$ cat src/gts_pkg.sv
// Shared widths, register codes, payload structs and the dither table of the Gouraud shader.
package gts_pkg;

	localparam int LINE_WIDTH_DEF = 1024;

	localparam int VX_W      = 11;
	localparam int CRD_W     = 13;
	localparam int DIF_W     = 14;
	localparam int PRD_W     = 28;
	localparam int EDG_W     = 29;
	localparam int AREA_W    = 23;
	localparam int CH_W      = 8;
	localparam int SUM_W     = 31;
	localparam int QUO_W     = 8;
	localparam int ADDR_W    = 19;
	localparam int BX_W      = 10;
	localparam int BY_W      = 9;
	localparam int COL_W     = 24;
	localparam int CFG_W     = 11;
	localparam int CFG_IDX_W = 3;
	localparam int DTH_W     = 4;

	localparam logic [CFG_IDX_W-1:0] REG_DRAW_LEFT   = 3'd0;
	localparam logic [CFG_IDX_W-1:0] REG_DRAW_TOP    = 3'd1;
	localparam logic [CFG_IDX_W-1:0] REG_DRAW_RIGHT  = 3'd2;
	localparam logic [CFG_IDX_W-1:0] REG_DRAW_BOTTOM = 3'd3;
	localparam logic [CFG_IDX_W-1:0] REG_OFFSET_X    = 3'd4;
	localparam logic [CFG_IDX_W-1:0] REG_OFFSET_Y    = 3'd5;

	localparam logic OP_LOAD  = 1'b0;
	localparam logic OP_PIXEL = 1'b1;

	localparam logic [BX_W-1:0] BOX_X_LIM = 10'd1023;
	localparam logic [BY_W-1:0] BOX_Y_LIM = 9'd511;

	typedef logic signed [CRD_W-1:0] crd_t;

	// Setup results: ordered vertices after offset, area, and clipped box.
	typedef struct packed {
		crd_t [2:0]                 ox;
		crd_t [2:0]                 oy;
		logic [2:0][COL_W-1:0]      oc;
		logic [AREA_W-1:0]          area;
		logic [BX_W-1:0]            xmin;
		logic [BY_W-1:0]            ymin;
		logic [BX_W-1:0]            xmax;
		logic [BY_W-1:0]            ymax;
	} geo_t;

	// Per-item sideband that rides along with the color data.
	typedef struct packed {
		logic                       wr;
		logic [ADDR_W-1:0]          addr;
		logic signed [DTH_W-1:0]    dith;
		logic [BX_W-1:0]            xmin;
		logic [BY_W-1:0]            ymin;
		logic [BX_W-1:0]            xmax;
		logic [BY_W-1:0]            ymax;
	} side_t;

	function automatic logic signed [DTH_W-1:0] dither(input logic [3:0] idx);
		logic signed [DTH_W-1:0] d;
		unique case (idx)
			4'd0:  d = -4'sd4;
			4'd1:  d =  4'sd0;
			4'd2:  d = -4'sd3;
			4'd3:  d =  4'sd1;
			4'd4:  d =  4'sd2;
			4'd5:  d = -4'sd2;
			4'd6:  d =  4'sd3;
			4'd7:  d = -4'sd1;
			4'd8:  d = -4'sd3;
			4'd9:  d =  4'sd1;
			4'd10: d = -4'sd4;
			4'd11: d =  4'sd0;
			4'd12: d =  4'sd3;
			4'd13: d = -4'sd1;
			4'd14: d =  4'sd2;
			4'd15: d = -4'sd2;
		endcase
		return d;
	endfunction

endpackage

$ cat src/gts_div.sv
// Pipelined restoring divider for three color channels, one quotient bit per stage.
module gts_div (
	input  logic                                clk,
	input  logic [gts_pkg::QUO_W-1:0]           en,
	input  logic [2:0][gts_pkg::SUM_W-1:0]      rem_in,
	input  logic [gts_pkg::AREA_W-1:0]          area_in,
	input  gts_pkg::side_t                      side_in,
	output logic [2:0][gts_pkg::QUO_W-1:0]      quo,
	output gts_pkg::side_t                      side_out
);

	logic [2:0][gts_pkg::SUM_W-1:0]   rem_stg  [gts_pkg::QUO_W];
	logic [2:0][gts_pkg::QUO_W-1:0]   quo_stg  [gts_pkg::QUO_W];
	logic [gts_pkg::AREA_W-1:0]       area_stg [gts_pkg::QUO_W];
	gts_pkg::side_t                   side_stg [gts_pkg::QUO_W];

	for (genvar k = 0; k < gts_pkg::QUO_W; k++) begin : g_step
		localparam int B = gts_pkg::QUO_W - 1 - k;

		logic [2:0][gts_pkg::SUM_W-1:0] rem_prev;
		logic [2:0][gts_pkg::QUO_W-1:0] quo_prev;
		logic [gts_pkg::AREA_W-1:0]     area_prev;
		gts_pkg::side_t                 side_prev;
		logic [gts_pkg::SUM_W-1:0]      trial;

		if (k == 0) begin : g_first
			assign rem_prev  = rem_in;
			assign quo_prev  = '0;
			assign area_prev = area_in;
			assign side_prev = side_in;
		end else begin : g_next
			assign rem_prev  = rem_stg[k-1];
			assign quo_prev  = quo_stg[k-1];
			assign area_prev = area_stg[k-1];
			assign side_prev = side_stg[k-1];
		end

		assign trial = gts_pkg::SUM_W'(area_prev) << B;

		always_ff @(posedge clk) begin
			if (en[k]) begin
				for (int c = 0; c < 3; c++) begin
					if (rem_prev[c] >= trial) begin
						rem_stg[k][c] <= rem_prev[c] - trial;
						quo_stg[k][c] <= quo_prev[c] | (gts_pkg::QUO_W'(1) << B);
					end else begin
						rem_stg[k][c] <= rem_prev[c];
						quo_stg[k][c] <= quo_prev[c];
					end
				end
				area_stg[k] <= area_prev;
				side_stg[k] <= side_prev;
			end
		end
	end

	assign quo      = quo_stg[gts_pkg::QUO_W-1];
	assign side_out = side_stg[gts_pkg::QUO_W-1];

endmodule

$ cat config.mk
export PLATFORM = sky130hd
export DESIGN_NAME = gts_div
export DESIGN_NICKNAME = d
export VERILOG_FILES = /design/src/gts_pkg.sv /design/src/gts_div.sv
export SDC_FILE = /design/constraint.sdc
export NUM_CORES = 2
export LEC_CHECK = 0
export BUFFER_PORTS_ARGS = -buffer_cell sky130_fd_sc_hd__buf_2
export CAP_MARGIN = 25
export CELL_PAD_IN_SITES_DETAIL_PLACEMENT = 0
export CELL_PAD_IN_SITES_GLOBAL_PLACEMENT = 1
export CORE_AREA = 5 5 299 593
export CTS_CLUSTER_DIAMETER = 30
export DETAILED_ROUTE_END_ITERATION = 10
export DIE_AREA = 0 0 304 598
export GPL_TIMING_DRIVEN = 0
export PLACE_DENSITY = 0.82
export SLEW_MARGIN = 0
export SYNTH_ARGS = -nofsm -noshare
export SYNTH_HDL_FRONTEND = slang
export SYNTH_SLANG_ARGS = --single-unit
$ cat constraint.sdc
create_clock -name clk -period 3.4 [get_ports clk]
set_clock_uncertainty 0.1 [all_clocks]
set_input_delay 0.51 -clock clk [delete_from_list [all_inputs] [get_ports clk]]
set_output_delay 0.51 -clock clk [all_outputs]
set_load 0.005 [all_outputs]
Word-level counts from Yosys, hierarchy flattened
Memory sizes are Yosys's and may differ from the RTL's.
Cells that the tools add are included.
W data, S select, Z words.
{ "op_classes": {"addsub": 24, "n_lt_le_gt_ge": 24, "muxes": 208, "bitwise_logic": 48} }
{ "ops": {"columns": ["operator", "n"], "rows": [
  ["$mux W31", 24],
  ["$mux W8", 24],
  ["$mux W1", 160],
  ["$ge A31 B23 Y1", 3],
  ["$ge A31 B24 Y1", 3],
  ["$ge A31 B25 Y1", 3],
  ["$ge A31 B26 Y1", 3],
  ["$ge A31 B27 Y1", 3],
  ["$ge A31 B28 Y1", 3],
  ["$ge A31 B29 Y1", 3],
  ["$ge A31 B30 Y1", 3],
  ["$sub A31 B23 Y31", 3],
  ["$sub A31 B24 Y31", 3],
  ["$sub A31 B25 Y31", 3],
  ["$sub A31 B26 Y31", 3],
  ["$sub A31 B27 Y31", 3],
  ["$sub A31 B28 Y31", 3],
  ["$sub A31 B29 Y31", 3],
  ["$sub A31 B30 Y31", 3],
  ["$or A1 B1 Y1", 48]
]} }
{ "word_totals": {"ff_bits": 0, "ram_bits": 1616, "inputBits": 187, "output_inout_bits": 86, "elab_cells": 308, "mem_count": 4} }
{ "mem_list": {"columns": ["memory", "words", "word_bits", "read_ports", "rd_ports_with_merged_regs", "wr", "line_no", "rtl"], "rows": [
  ["rem_stg", 8, 93, 7, 0, 8, "gts_div.sv:12", "logic [2:0][gts_pkg::SUM_W-1:0] rem_stg [gts_pkg::QUO_W];"],
  ["side_stg", 8, 62, 8, 0, 8, "gts_div.sv:15", "gts_pkg::side_t side_stg [gts_pkg::QUO_W];"],
  ["quo_stg", 8, 24, 8, 0, 8, "gts_div.sv:13", "logic [2:0][gts_pkg::QUO_W-1:0] quo_stg [gts_pkg::QUO_W];"],
  ["area_stg", 8, 23, 7, 0, 8, "gts_div.sv:14", "logic [gts_pkg::AREA_W-1:0] area_stg [gts_pkg::QUO_W];"]
]} }

Logic depth before layout (Yosys ltp)
An unclocked memory read counts as a cell.
{ "logic_depth": {"word_depth": 6, "depth_mapped": 17} }

Worst setup path after synthesis
Ideal clock, no wire load.
{ "synth_path": {"path_type": "input-to-reg", "from": "in rem_in[7] (netlist name)", "to": "mem rem_stg[0][12] (netlist name) (data pin)", "setup_ps": 262, "t_arrival_ps": 3078, "t_required_ps": 3038, "path_slack_ps": -40, "path_stages": 14, "path_buffers": 1, "cell_sequence": "inv_1 > ha_1 > inv_1 > fa_1 > a21o_1 > a21oi_2 > o21bai_2 > o21ai_1 > a311oi_2 > a221o_2 > a21oi_2 > o41ai_4 > buf_4 > mux2_1"} }
{ "synth_lines": {"columns": ["element", "line_no", "rtl"], "rows": [
  ["start: declaration", "gts_div.sv:5", "input logic [2:0][gts_pkg::SUM_W-1:0] rem_in,"],
  ["end: declaration", "gts_div.sv:12", null]
]} }

==> impl_results.md <==
- Seq/Total Area, Yosys: 55.39%
- Die width: 304 um
- Clock insertion delay at the later pin of the skew report: roughly 0.86 ns
- GRT Util Overall: about a quarter
- Fin crit share: 105.5%
- Largest family of logic cells by synthesized area: compound AO/OA/AOI/OAI gates
- Most used DFF post-synth: edfxtp_1
- Mux contribution to synthesized area: 2.562%
- Pre-CTS setup slack: -1.222 ns
- Setup WS post-layout: -0.1880 ns
- CP endpoint kind: flop
- Die Ht: 598 um
- Post-DP HPWL: 186000 um
- Post-route ant nets: 0
- Post-synth EDFFs: about 1400
- Gate Count Post-Synth: 6457
- Post-synthesis xor/xnor area fraction: under 10%
- Num CTS Buffers: roughly 190
- Synth Warn #: 0
- Pleak: 38.61 nW
- CP Max Fanout: 7
- Slew Viols, Final: 0
- Leading cell types in the layout, fill and taps excluded: 1416 x edfxtp_1, 441 x ha_1, 408 x a21oi_1, 405 x nand2_1, 366 x nor2_1
- Power Density: 774.8 nW/um^2
- Final Core Density: 57.65%
- Setup TNS: -9.714 ns
- Core area: 172700 sq um
- GPL Wtd Cong: 0.9525
- Clk root buf: clkbuf_16
- Initial cell density of the core: 44.45%
- Grt total ovfl: 0
- Number of global-route vias before repair: 57058
- Synth Area in Adders: 9.545%
- Synth Net Count: 7217
- Synth Area in Simple Gates: 10.14%
- 1st-iter DRT viols: 2688
- Routed wire length: 244400 um
- Clock Path Buffers: 4
- Std-Cell Rows: 216
- First-pass GRT wire length: ~350000 um
- Synth cell types: around 110
- Startpoint Class: flop
- Reg clk slew, reported paths: approximately 0.060 ns
- Largest net degree at the start of global routing: 63
- P&R area growth vs syn: 29.70%
- FF+latch count, synth: ~1400
- CP Class: flop to flop
- DR pass1 iterations: 5
- Final non-filler cell total: 10014
- Status: finished, violations left
- Hold Vio Cnt, Final: 0
- RSZ-0062 raised after global routing: yes
- Synth Area in Compound Gates: 14.32%
- Via count: 54994
- CTS tree: done
- Post-layout minimum cycle time: 3.588 ns
- Ys async rst share: 0%
- Placed inst area: 81350 sq um
- Drt drc: 0
- Layout Nets: 8336
- Mean post-synth cell area: 11.89 sq um
- Sink Count: 1416
- Fin area: 99560 sq um
- Max-cap check violation count: 0
- Placed Instances: 9030
- VDD IR max: 0.5122 mV
- Max Freq: 0.2787 GHz
- CP Data Arrival Time: around 4 ns
- Vias/cell: approximately 5.5
- Initial antenna violation count: 2
- Slew @ Worst Pin: 0.9029 ns
- Worst Hold Class: input pin to flop
- Worst endpoint required time: 3.80 ns
- Mapped cell area: ~77000 sq um
- Die area: 181800 sq um
- Most common cell after layout, fill and taps aside: edfxtp_1
- Share of cells above drive strength 1: 27.78%
- Port bufs: 272
- Max-slew headroom: 39.81%
- I/O Pins: 273
- Htree depth: 4
- Routed length per instance: roughly 24 um
- Final setup viols: approximately 150
- Failing checks: negative setup slack
-- flip-flops by register name, indices dropped and copies added, names as in the netlist --
| register | cells |
|---|---|
| quo_stg | 108 |
| side_stg | 496 |
| rem_stg | 651 |
| area_stg | 161 |
-- where the power goes --
group / internal (mW) / total [mW] / switching [mW]
registers: 24.3 / 26.8 / 2.56
clock network: 11.6 / 19.9 / 8.30
logic: 14.3 / 30.4 / 16.1
-- critical path: stages (launching register included) --
cell and delay, ns:
edfxtp_1 0.43, buf_4 0.17, buf_6 0.13, ha_4 0.16, inv_2 0.05, fa_2 0.18, a21o_1 0.16, a21oi_4 0.08
o21ai_4 0.17, a31oi_4 0.14, o21ai_2 0.17, a41oi_2 0.14, or4b_4 0.56, and2_4 0.27, inv_8 0.09, mux2_4 0.29
-- repair_timing --
item | CTS | global route
hold endpoints to repair | 191 | 0
buffers inserted | 301 | 195
endpoints found under the setup margin | 523 | 536
hold buffers | 171 | 0
gates cloned | 16 | 14
resized for setup | 742 | 645
pin swaps | 141 | 247
-- layout make-up --
| type | instances | area, sq um |
|---|---|---|
| Antenna cell | 4 | 10.01 |
| Buffer | 138 | 1265 |
| Clock buffer | 197 | 4738 |
| Clock inverter | 137 | 1675 |
| Fill cell | 14000 | 73130 |
| Inverter | 356 | 1755 |
| Multi-Input combinational cell | 4517 | 36030 |
| Sequential cell | 1416 | 42520 |
| Tap cell | 2289 | 2864 |
| Timing Repair Buffer | 960 | 8700 |
-- path summary, 6_finish.rpt --
kind,start,to,slack (ns),cells past startpoint
worst min register to register,side_stg[0][1]$_DFFE_PP_,side_stg[0][63]$_DFFE_PP_,0.31,0
worst max register to register,area_stg[3][0]$_DFFE_PP_,rem_stg[4][46]$_DFFE_PP_,-0.19,15
worst max-delay path,area_stg[3][0]$_DFFE_PP_,rem_stg[4][46]$_DFFE_PP_,-0.19,15
worst min-delay path,rem_in[14],rem_stg[0][14]$_DFFE_PP_,0.03,3
-- cells in the mapped netlist (all sizes together) (16+ instances only) --
cell type / instances / area share [%]
o211ai: 24 / 0.23
a211oi: 47 / 0.51
fa: 21 / 0.55
ha: 552 / 9.0
a31oi: 60 / 0.50
and2: 37 / 0.30
a21o: 259 / 2.5
xor2: 199 / 2.3
xnor2: 254 / 2.9
nand2b: 78 / 0.64
mux2: 147 / 2.3
nor2: 412 / 2.0
a21oi: 488 / 3.3
or2: 23 / 0.19
mux2i: 21 / 0.27
nand4b: 23 / 0.26
nor2b: 81 / 0.66
nand4: 71 / 0.58
buf: 73 / 0.64
o31ai: 35 / 0.39
o21a: 58 / 0.57
o21bai: 78 / 0.77
a21boi: 33 / 0.32
nand2: 480 / 2.4
o41ai: 16 / 0.29
nor3: 94 / 0.62
nor4: 49 / 0.41
clkbuf: 97 / 0.47
nand3: 110 / 0.72
inv: 356 / 1.7
edfxtp: 1416 / 55
a211o: 19 / 0.22
o21ai: 470 / 3.1
and3: 40 / 0.33
a2111oi: 17 / 0.23
or3: 36 / 0.30
-- stage by stage --
step                      power, mW  hold WS (ns)
after floorplan               44.45        0.3003
after global placement        50.87        0.3001
after detailed placement      51.21        0.3045
after CTS                     74.43      0.002008
after global routing          81.28       0.03795
final                         77.14       0.02879
-- kinds of logic after synthesis --
logic type,count (synthesis)
AO/OA/AOI/OAI,1718
flip-flops,1416
adder cells (fa/ha/maj),573
AND/OR/NAND/NOR,1603
multiplexers,168
XOR/XNOR,453
buffers and inverters,526
-- metal layers --
metal / vias up / track usage, % / wire [um]
li1: 26485 / - / -
met1: 26202 / 21.81 / 72320
met2: 1480 / 48.28 / 127900
met3: 827 / 2.322 / 6031
met4: 0 / 30.32 / 38170
met5: - / 0 / 0
No activity file was read; power rests on OpenSTA's default activity.
