===== src/gts_pkg.sv =====
// Shared widths, register codes, payload structs and the dither table of the Gouraud shader.
package gts_pkg;

	localparam int LINE_WIDTH_DEF = 1024;

	localparam int VX_W      = 11;
	localparam int CRD_W     = 13;
	localparam int DIF_W     = 14;
	localparam int PRD_W     = 28;
	localparam int EDG_W     = 29;
	localparam int AREA_W    = 23;
	localparam int CH_W      = 8;
	localparam int SUM_W     = 31;
	localparam int QUO_W     = 8;
	localparam int ADDR_W    = 19;
	localparam int BX_W      = 10;
	localparam int BY_W      = 9;
	localparam int COL_W     = 24;
	localparam int CFG_W     = 11;
	localparam int CFG_IDX_W = 3;
	localparam int DTH_W     = 4;

	localparam logic [CFG_IDX_W-1:0] REG_DRAW_LEFT   = 3'd0;
	localparam logic [CFG_IDX_W-1:0] REG_DRAW_TOP    = 3'd1;
	localparam logic [CFG_IDX_W-1:0] REG_DRAW_RIGHT  = 3'd2;
	localparam logic [CFG_IDX_W-1:0] REG_DRAW_BOTTOM = 3'd3;
	localparam logic [CFG_IDX_W-1:0] REG_OFFSET_X    = 3'd4;
	localparam logic [CFG_IDX_W-1:0] REG_OFFSET_Y    = 3'd5;

	localparam logic OP_LOAD  = 1'b0;
	localparam logic OP_PIXEL = 1'b1;

	localparam logic [BX_W-1:0] BOX_X_LIM = 10'd1023;
	localparam logic [BY_W-1:0] BOX_Y_LIM = 9'd511;

	typedef logic signed [CRD_W-1:0] crd_t;

	// Setup results: ordered vertices after offset, area, and clipped box.
	typedef struct packed {
		crd_t [2:0]                 ox;
		crd_t [2:0]                 oy;
		logic [2:0][COL_W-1:0]      oc;
		logic [AREA_W-1:0]          area;
		logic [BX_W-1:0]            xmin;
		logic [BY_W-1:0]            ymin;
		logic [BX_W-1:0]            xmax;
		logic [BY_W-1:0]            ymax;
	} geo_t;

	// Per-item sideband that rides along with the color data.
	typedef struct packed {
		logic                       wr;
		logic [ADDR_W-1:0]          addr;
		logic signed [DTH_W-1:0]    dith;
		logic [BX_W-1:0]            xmin;
		logic [BY_W-1:0]            ymin;
		logic [BX_W-1:0]            xmax;
		logic [BY_W-1:0]            ymax;
	} side_t;

	function automatic logic signed [DTH_W-1:0] dither(input logic [3:0] idx);
		logic signed [DTH_W-1:0] d;
		unique case (idx)
			4'd0:  d = -4'sd4;
			4'd1:  d =  4'sd0;
			4'd2:  d = -4'sd3;
			4'd3:  d =  4'sd1;
			4'd4:  d =  4'sd2;
			4'd5:  d = -4'sd2;
			4'd6:  d =  4'sd3;
			4'd7:  d = -4'sd1;
			4'd8:  d = -4'sd3;
			4'd9:  d =  4'sd1;
			4'd10: d = -4'sd4;
			4'd11: d =  4'sd0;
			4'd12: d =  4'sd3;
			4'd13: d = -4'sd1;
			4'd14: d =  4'sd2;
			4'd15: d = -4'sd2;
		endcase
		return d;
	endfunction

endpackage


===== src/gts_setup.sv =====
// Vertex and clip registers with the triangle setup pipeline (winding, area, order, box).
module gts_setup (
	input  logic                                clk,
	input  logic                                arst_n,
	input  logic                                load_we,
	input  logic [1:0]                          slot,
	input  logic signed [gts_pkg::VX_W-1:0]     vx,
	input  logic signed [gts_pkg::VX_W-1:0]     vy,
	input  logic [gts_pkg::COL_W-1:0]           vc,
	input  logic                                cfg_we,
	input  logic [gts_pkg::CFG_IDX_W-1:0]       cfg_addr,
	input  logic [gts_pkg::CFG_W-1:0]           cfg_data,
	output gts_pkg::geo_t                       geo
);

	logic signed [gts_pkg::VX_W-1:0]  vx_q [3];
	logic signed [gts_pkg::VX_W-1:0]  vy_q [3];
	logic [gts_pkg::COL_W-1:0]        vc_q [3];

	logic [gts_pkg::BX_W-1:0]  left_q, right_q;
	logic [gts_pkg::BY_W-1:0]  top_q, bottom_q;
	logic [gts_pkg::VX_W-1:0]  offx_q, offy_q;

	logic signed [11:0] dx1, dy2, dy1, dx2;
	logic signed [23:0] pa_q, pb_q;
	logic signed [24:0] e;
	logic               neg_q;
	logic [gts_pkg::AREA_W-1:0] area_q;

	gts_pkg::crd_t bx [3];
	gts_pkg::crd_t by [3];
	gts_pkg::crd_t ox_q [3];
	gts_pkg::crd_t oy_q [3];
	logic [gts_pkg::COL_W-1:0] oc_q [3];

	gts_pkg::crd_t xlo, xhi, ylo, yhi;
	gts_pkg::crd_t xmn, xmx, ymn, ymx;

	always_ff @(posedge clk or negedge arst_n) begin
		if (!arst_n) begin
			for (int i = 0; i < 3; i++) begin
				vx_q[i] <= '0;
				vy_q[i] <= '0;
				vc_q[i] <= '0;
			end
			left_q   <= '0;
			top_q    <= '0;
			right_q  <= '0;
			bottom_q <= '0;
			offx_q   <= '0;
			offy_q   <= '0;
		end else begin
			for (int i = 0; i < 3; i++) begin
				if (load_we && slot == 2'(i)) begin
					vx_q[i] <= vx;
					vy_q[i] <= vy;
					vc_q[i] <= vc;
				end
			end
			if (cfg_we) begin
				unique case (cfg_addr)
					gts_pkg::REG_DRAW_LEFT:   left_q   <= cfg_data[gts_pkg::BX_W-1:0];
					gts_pkg::REG_DRAW_TOP:    top_q    <= cfg_data[gts_pkg::BY_W-1:0];
					gts_pkg::REG_DRAW_RIGHT:  right_q  <= cfg_data[gts_pkg::BX_W-1:0];
					gts_pkg::REG_DRAW_BOTTOM: bottom_q <= cfg_data[gts_pkg::BY_W-1:0];
					gts_pkg::REG_OFFSET_X:    offx_q   <= cfg_data;
					gts_pkg::REG_OFFSET_Y:    offy_q   <= cfg_data;
					default: ;
				endcase
			end
		end
	end

	// Winding of the raw vertices; the offset does not change it.
	assign dx1 = 12'(vx_q[1]) - 12'(vx_q[0]);
	assign dy2 = 12'(vy_q[2]) - 12'(vy_q[0]);
	assign dy1 = 12'(vy_q[1]) - 12'(vy_q[0]);
	assign dx2 = 12'(vx_q[2]) - 12'(vx_q[0]);
	assign e   = 25'(pa_q) - 25'(pb_q);

	always_comb begin
		for (int i = 0; i < 3; i++) begin
			bx[i] = gts_pkg::crd_t'(vx_q[i]) + gts_pkg::crd_t'(offx_q);
			by[i] = gts_pkg::crd_t'(vy_q[i]) + gts_pkg::crd_t'(offy_q);
		end
	end

	always_ff @(posedge clk or negedge arst_n) begin
		if (!arst_n) begin
			pa_q   <= '0;
			pb_q   <= '0;
			neg_q  <= 1'b0;
			area_q <= '0;
			for (int i = 0; i < 3; i++) begin
				ox_q[i] <= '0;
				oy_q[i] <= '0;
				oc_q[i] <= '0;
			end
		end else begin
			pa_q   <= dx1 * dy2;
			pb_q   <= dy1 * dx2;
			neg_q  <= e[24];
			area_q <= e[24] ? gts_pkg::AREA_W'(-e) : gts_pkg::AREA_W'(e);
			// A negative winding swaps the roles of vertices 1 and 2.
			ox_q[0] <= bx[0];
			oy_q[0] <= by[0];
			oc_q[0] <= vc_q[0];
			ox_q[1] <= neg_q ? bx[2] : bx[1];
			oy_q[1] <= neg_q ? by[2] : by[1];
			oc_q[1] <= neg_q ? vc_q[2] : vc_q[1];
			ox_q[2] <= neg_q ? bx[1] : bx[2];
			oy_q[2] <= neg_q ? by[1] : by[2];
			oc_q[2] <= neg_q ? vc_q[1] : vc_q[2];
		end
	end

	// The box does not depend on vertex order, so it follows the registers directly.
	always_comb begin
		xmn = (bx[0] < bx[1]) ? bx[0] : bx[1];
		xmn = (bx[2] < xmn) ? bx[2] : xmn;
		xmx = (bx[0] > bx[1]) ? bx[0] : bx[1];
		xmx = (bx[2] > xmx) ? bx[2] : xmx;
		ymn = (by[0] < by[1]) ? by[0] : by[1];
		ymn = (by[2] < ymn) ? by[2] : ymn;
		ymx = (by[0] > by[1]) ? by[0] : by[1];
		ymx = (by[2] > ymx) ? by[2] : ymx;

		xlo = (xmn > gts_pkg::crd_t'(left_q)) ? xmn : gts_pkg::crd_t'(left_q);
		ylo = (ymn > gts_pkg::crd_t'(top_q)) ? ymn : gts_pkg::crd_t'(top_q);
		xhi = (xmx < gts_pkg::crd_t'(right_q)) ? xmx : gts_pkg::crd_t'(right_q);
		yhi = (ymx < gts_pkg::crd_t'(bottom_q)) ? ymx : gts_pkg::crd_t'(bottom_q);

		geo.xmin = (xlo > gts_pkg::crd_t'(gts_pkg::BOX_X_LIM)) ? gts_pkg::BOX_X_LIM
			: xlo[gts_pkg::BX_W-1:0];
		geo.ymin = (ylo > gts_pkg::crd_t'(gts_pkg::BOX_Y_LIM)) ? gts_pkg::BOX_Y_LIM
			: ylo[gts_pkg::BY_W-1:0];
		geo.xmax = (xhi < 0) ? '0 : xhi[gts_pkg::BX_W-1:0];
		geo.ymax = (yhi < 0) ? '0 : yhi[gts_pkg::BY_W-1:0];

		for (int i = 0; i < 3; i++) begin
			geo.ox[i] = ox_q[i];
			geo.oy[i] = oy_q[i];
			geo.oc[i] = oc_q[i];
		end
		geo.area = area_q;
	end

endmodule


===== config.mk =====
export PLATFORM = sky130hd
export DESIGN_NAME = gts_setup
export DESIGN_NICKNAME = d
export VERILOG_FILES = /design/src/gts_pkg.sv /design/src/gts_setup.sv
export SDC_FILE = /design/constraint.sdc
export NUM_CORES = 2
export LEC_CHECK = 0
export BUFFER_PORTS_ARGS = -buffer_cell sky130_fd_sc_hd__buf_4
export CAP_MARGIN = 40
export CORE_MARGIN = 2
export CORE_UTILIZATION = 50
export CTS_CLUSTER_SIZE = 10
export DETAILED_ROUTE_END_ITERATION = 8
export GPL_ROUTABILITY_DRIVEN = 0
export PLACE_DENSITY_LB_ADDON = 0.25
export SLEW_MARGIN = 20
export SYNTH_ARGS = -nofsm -noshare
export SYNTH_HDL_FRONTEND = slang
export SYNTH_SLANG_ARGS = --single-unit

===== constraint.sdc =====
create_clock -name clk -period 12.05 [get_ports clk]
set_input_delay 0.6025 -clock clk [delete_from_list [all_inputs] [get_ports clk]]
set_output_delay 0.6025 -clock clk [all_outputs]
set_load 0.02 [all_outputs]

# Word-level counts from Yosys, hierarchy flattened
# Cells that the tools add are included.
[totals]
reg_bits = 420
latch_bits = 0
mem_bits_rw = 0
rom_bits = 0
in_bits = 66
output_inout_bits = 211
elab_cells = 99
n_memories = 0
[op_classes]
add_sub_neg = 12
n_mul = 2
div_mod_pow = 0
n_lt_le_gt_ge = 16
eq_ne = 7
n_shift = 0
mux = 23
bitwise_logic = 0
reduce_logical = 11
[ops]
columns = ["op", "count"]
rows = [
  ["2-to-1 mux 13 bit", 16],
  ["adder 11 x 12 -> 13 bit", 6],
  ["> comparator 13 bit", 4],
  ["< comparator 13 bit", 4],
  ["multiplier 12 x 12 -> 24 bit", 2],
  ["2-to-1 mux 24 bit", 2],
  ["subtractor 11 x 11 -> 12 bit", 4],
  ["< comparator 13 x 1 -> 1 bit (second input constant)", 2],
  ["subtractor 24 x 24 -> 25 bit", 1],
  ["2-to-1 mux 23 bit", 1],
  ["negator 23 bit", 1],
  ["2-to-1 mux 10 bit", 2],
  ["2-to-1 mux 9 bit", 2],
  ["> comparator 13 x 10 -> 1 bit", 1],
  ["> comparator 13 x 10 -> 1 bit (second input constant)", 1],
  ["> comparator 13 x 11 -> 1 bit", 1],
  ["> comparator 13 x 11 -> 1 bit (second input constant)", 1],
  ["< comparator 13 x 10 -> 1 bit", 1],
  ["< comparator 13 x 11 -> 1 bit", 1],
  ["AND reduction 2 bit", 6],
  ["== test 3 x 2 -> 1 bit (second input constant)", 2],
  ["== test 3 bit (second input constant)", 2],
  ["== test 3 x 1 -> 1 bit (second input constant)", 1],
  ["logical AND 1 bit", 3],
  ["4 further kinds", 4],
]

# Logic depth before layout (Yosys ltp)
[logic_depth]
ltp_word = 9
depth_mapped = 47
ltp_nobuf = 43

# Worst setup path before layout
# No wires, ideal clock.
[synth_timing]
kind = "register to output"
start = "reg offx_q[1] (netlist name)"
end = "out geo[17] (netlist name)"
t_arrival_ps = 9000
required_time_ps = 11447
setup_slack_ps = 2448
path_stages_with_launch = 44
n_path_buf = 3
path_cell_list = "dfrtp_1 > ha_1 > a21o_1 > a21oi_1 > a21o_1 > nor2b_1 > o21bai_1 > a21oi_1 > xnor2_1 > inv_1 > ha_1 > and3_1 > o21ai_0 > o21a_1 > maj3_2 > maj3_2 > a221oi_2 > o21ai_1 > (+8 left out) > a21oi_1 > o31ai_1 > a21boi_0 > o21ai_0 > a31oi_1 > buf_1 > mux2_2 > ha_1 > a21o_1 > a21o_1 > a21oi_1 > o21ai_0 > or3_1 > or3_1 > ha_1 > buf_1 > nor2_1 > a211oi_1"
[synth_lines]
columns = ["element", "line_no", "rtl"]
rows = [
  ["start, declared", "gts_setup.sv:22", "logic [gts_pkg::VX_W-1:0] offx_q, offy_q;"],
  ["start signal, assigned", "gts_setup.sv:66", "gts_pkg::REG_OFFSET_X: offx_q <= cfg_data;"],
  ["end, declared", "gts_setup.sv:13", "output gts_pkg::geo_t geo"],
]

==> flow_metrics.py <==
metrics = {
    "timing": {
        "report.final.hold_viol_count": 0,
        "fmax_mhz": 93.1,
        "max_slew_margin_pct": 42.4,
        "rsz0062_at_grt": "no",
        "final-setup-viol-count": 0,
        "drv_slew": 0,
        "post-route-period-util_pct": 89.1,
        "hold_ws_ns": 0.0188,
        "fin_worst_skew_ns": 0.0550,
        "min_period_ns": 10.74,
        "fin_tns_setup_ns": 0,
        "worstMarginPinSlew_ns": 0.862,
    },
    "global_routing": {
        "antenna_found_initial": 9,
        "grt_max_degree": 104,
        "grt_pass1_wl_um": 149000,
        "grt_overflow": 0,
        "track_usage_pct": 25.7,
        "grt_pass1_vias": 27000,
    },
    "floorplan": {
        "core_mm2": 0.0701,
        "ios": 277,
        "fp.dieW_um": 271,
        "die_h_um": 271,
        "dieArea_mm2": 0.0732,
        "fp-row-count": 97,
        "initial_core_util_pct": 50.6,
    },
    "setup_path": {
        "cpLargestDelayFamily": "compound AO/OA/AOI/OAI gates",
        "r2r_slack_ns": 3.44,
        "cpMaxStageDelayCell": "o21ai_1",
        "critPathLaunchType": "flip-flop",
        "required_ns": 11.45,
        "worst-r2r-cell-count": 32,
        "critPathBufInv": 6,
        "crit_top_cell": "o21a_1",
        "worst-setup-path-type": "flip-flop to output pin",
        "r2r-end": "pb_q[23]",
        "cp-end-kind": "output pin",
        "path_max_fanout": 13,
        "cpPeakStageDelay_ns": 0.48,
        "reg2reg_from": "vy_q[23]",
        "cp_data_arrival_time_ns": 10.14,
    },
    "clock_network": {
        "cts_setup_buffers": 0,
        "postCtsHoldBufs": 0,
        "htreeDepth": 2,
        "insertion_delay_ns": 0.63,
        "cts_made_buffers": 51,
        "cts_sinks": 420,
        "ctsResizeCount": 0,
        "cts.path.max_buffers": 3,
        "root_buffer": "clkbuf_16",
        "cts_tree": "yes",
        "clkTransAtPathRegs_ns": 0.06,
    },
    "drt": {
        "drt_iter0_drc": 1810,
        "route.final.wire_length_um": 93700,
        "routed-via-count": 26800,
        "antenna_left": 0,
        "wl_per_cell_um": 19.3,
        "drtPass1Iterations": 6,
        "drc_errors": 0,
        "post_drt_via_cell_ratio": 5.51,
    },
    "placed_design": {
        "portBuffers": 276,
        "dp_hpwl_um": 73800,
        "place_area_mm2": 0.0390,
    },
    "cells_and_area": {
        "nets": 4600,
        "multi_input_area_mm2": 0.0228,
        "drive_gt1_share_pct": 16.6,
        "final_cell_mix": "inv_1 (502), dfrtp_1 (419), ha_1 (348)",
        "nFillCells": 6216,
        "seqCellArea_mm2": 0.0105,
        "final_common_cell": "inv_1",
        "finalInstanceArea_mm2": 0.0405,
        "area_growth_pct": 14.1,
    },
    "synthesis": {
        "syn_avg_cell_area_um2": 9.87,
        "ys_warn_count": 0,
        "ys_types": 77,
        "syn-num-nets": 4300,
        "synthTopCellsByArea": "dfrtp_1 (30%), fa_1 (16%), ha_1 (12%)",
        "synth.cell_area_mm2": 0.0355,
        "synth_edf_count": 0,
        "ys.flop_type": "dfrtp_1",
        "yosysTopAreaCellShare_pct": 29.6,
        "yosysTopAreaCell": "dfrtp_1",
        "async_flop_share_pct": 100,
        "yosysSeqAreaShare_pct": 29.6,
        "synth_cells": 3598,
        "synth_seq_cells": 420,
    },
    "run_status": {
        "status": "complete, no violations",
    },
    "run": {
        "cap_violations": 0,
    },
    "hold_path": {
        "worstHoldPathType": "input port to asynchronous set/reset pin",
    },
}
-- worst max-delay path by stage --
stage	to	slack, ns	cells past startpoint	from
after floorplan	geo[17]	2.45	43	offx_q[1]
after global placement	geo[17]	2.47	44	offx_q[1]
after detailed placement	geo[17]	2.18	43	offx_q[1]
after CTS	geo[17]	1.44	44	offx_q[0]
after global routing	geo[3]	0.51	44	offy_q[0]
final	geo[3]	1.31	44	offy_q[0]
-- cells in the mapped netlist (9+ instances only) --
library cell and count:
and3_1 12, mux2i_1 78, a21oi_1 165, nand4_1 19
o21bai_1 36, dfrtp_1 420, o21a_1 44, ha_1 348
mux2_2 210, o21ai_0 190, inv_1 502, a31oi_1 9
nor2b_1 56, nor2_1 221, buf_1 9, fa_1 288
or2_2 9, xor2_1 42, o31ai_1 11, nor3_1 41
and2_1 38, a21boi_0 20, a21o_1 41, buf_2 10
or3_1 14, nand2b_1 59, nand2_1 319, nand3_1 25
xnor2_1 142, a211oi_1 16, a221o_1 11, o211ai_1 18
clkbuf_1 72
-- layout make-up --
class / count / share of cell area (%)
multi-input combinational: 2581 / 56.2
sequential: 420 / 25.9
timing repair buffer: 341 / 6.53
inverter: 503 / 4.66
clock buffer: 68 / 3.58
tap: 940 / 2.90
clock inverter: 6 / 0.173
antenna: 1 / 0.00617
-- metrics by stage --
stage               util (%)  worst slack [ns]  instances
finish                  57.8              1.31       4860
global route            57.8             0.513       4859
CTS                     57.7              1.44       4853
detailed placement      55.6              2.18       4779
global placement        55.3              2.47       4770
floorplan                  -              2.45       3598
-- layer usage --
metal | wire (um) | track usage [%] | vias to the layer above
met5 | 92 | 0 | -
met2 | 44000 | 41.6 | 818
met1 | 39700 | 34.2 | 13200
met4 | 2480 | 7.43 | 14
met3 | 7410 | 6.34 | 194
li1 | - | - | 12500
-- sequential cells by signal, indices dropped and copies added (netlist names), 10 cells and up --
register and flops:
area_q 23, geo 150, left_q 10, offx_q 11, offy_q 11, pa_q 24
pb_q 24, right_q 10, vc_q 72, vx_q 33, vy_q 33
-- logic make-up after synthesis --
group,count (synthesis),synth area share [%]
adder cells (fa/ha/maj),638,28.6
AND/OR/NAND/NOR,846,11.0
XOR/XNOR,184,4.54
multiplexers,289,8.90
AO/OA/AOI/OAI,624,11.0
flip-flops,420,29.6
buffers and inverters,597,6.38
Power is left out: the tool's default activity adds up to more than one toggle a clock period on the data nets, which glitch-free logic cannot reach.
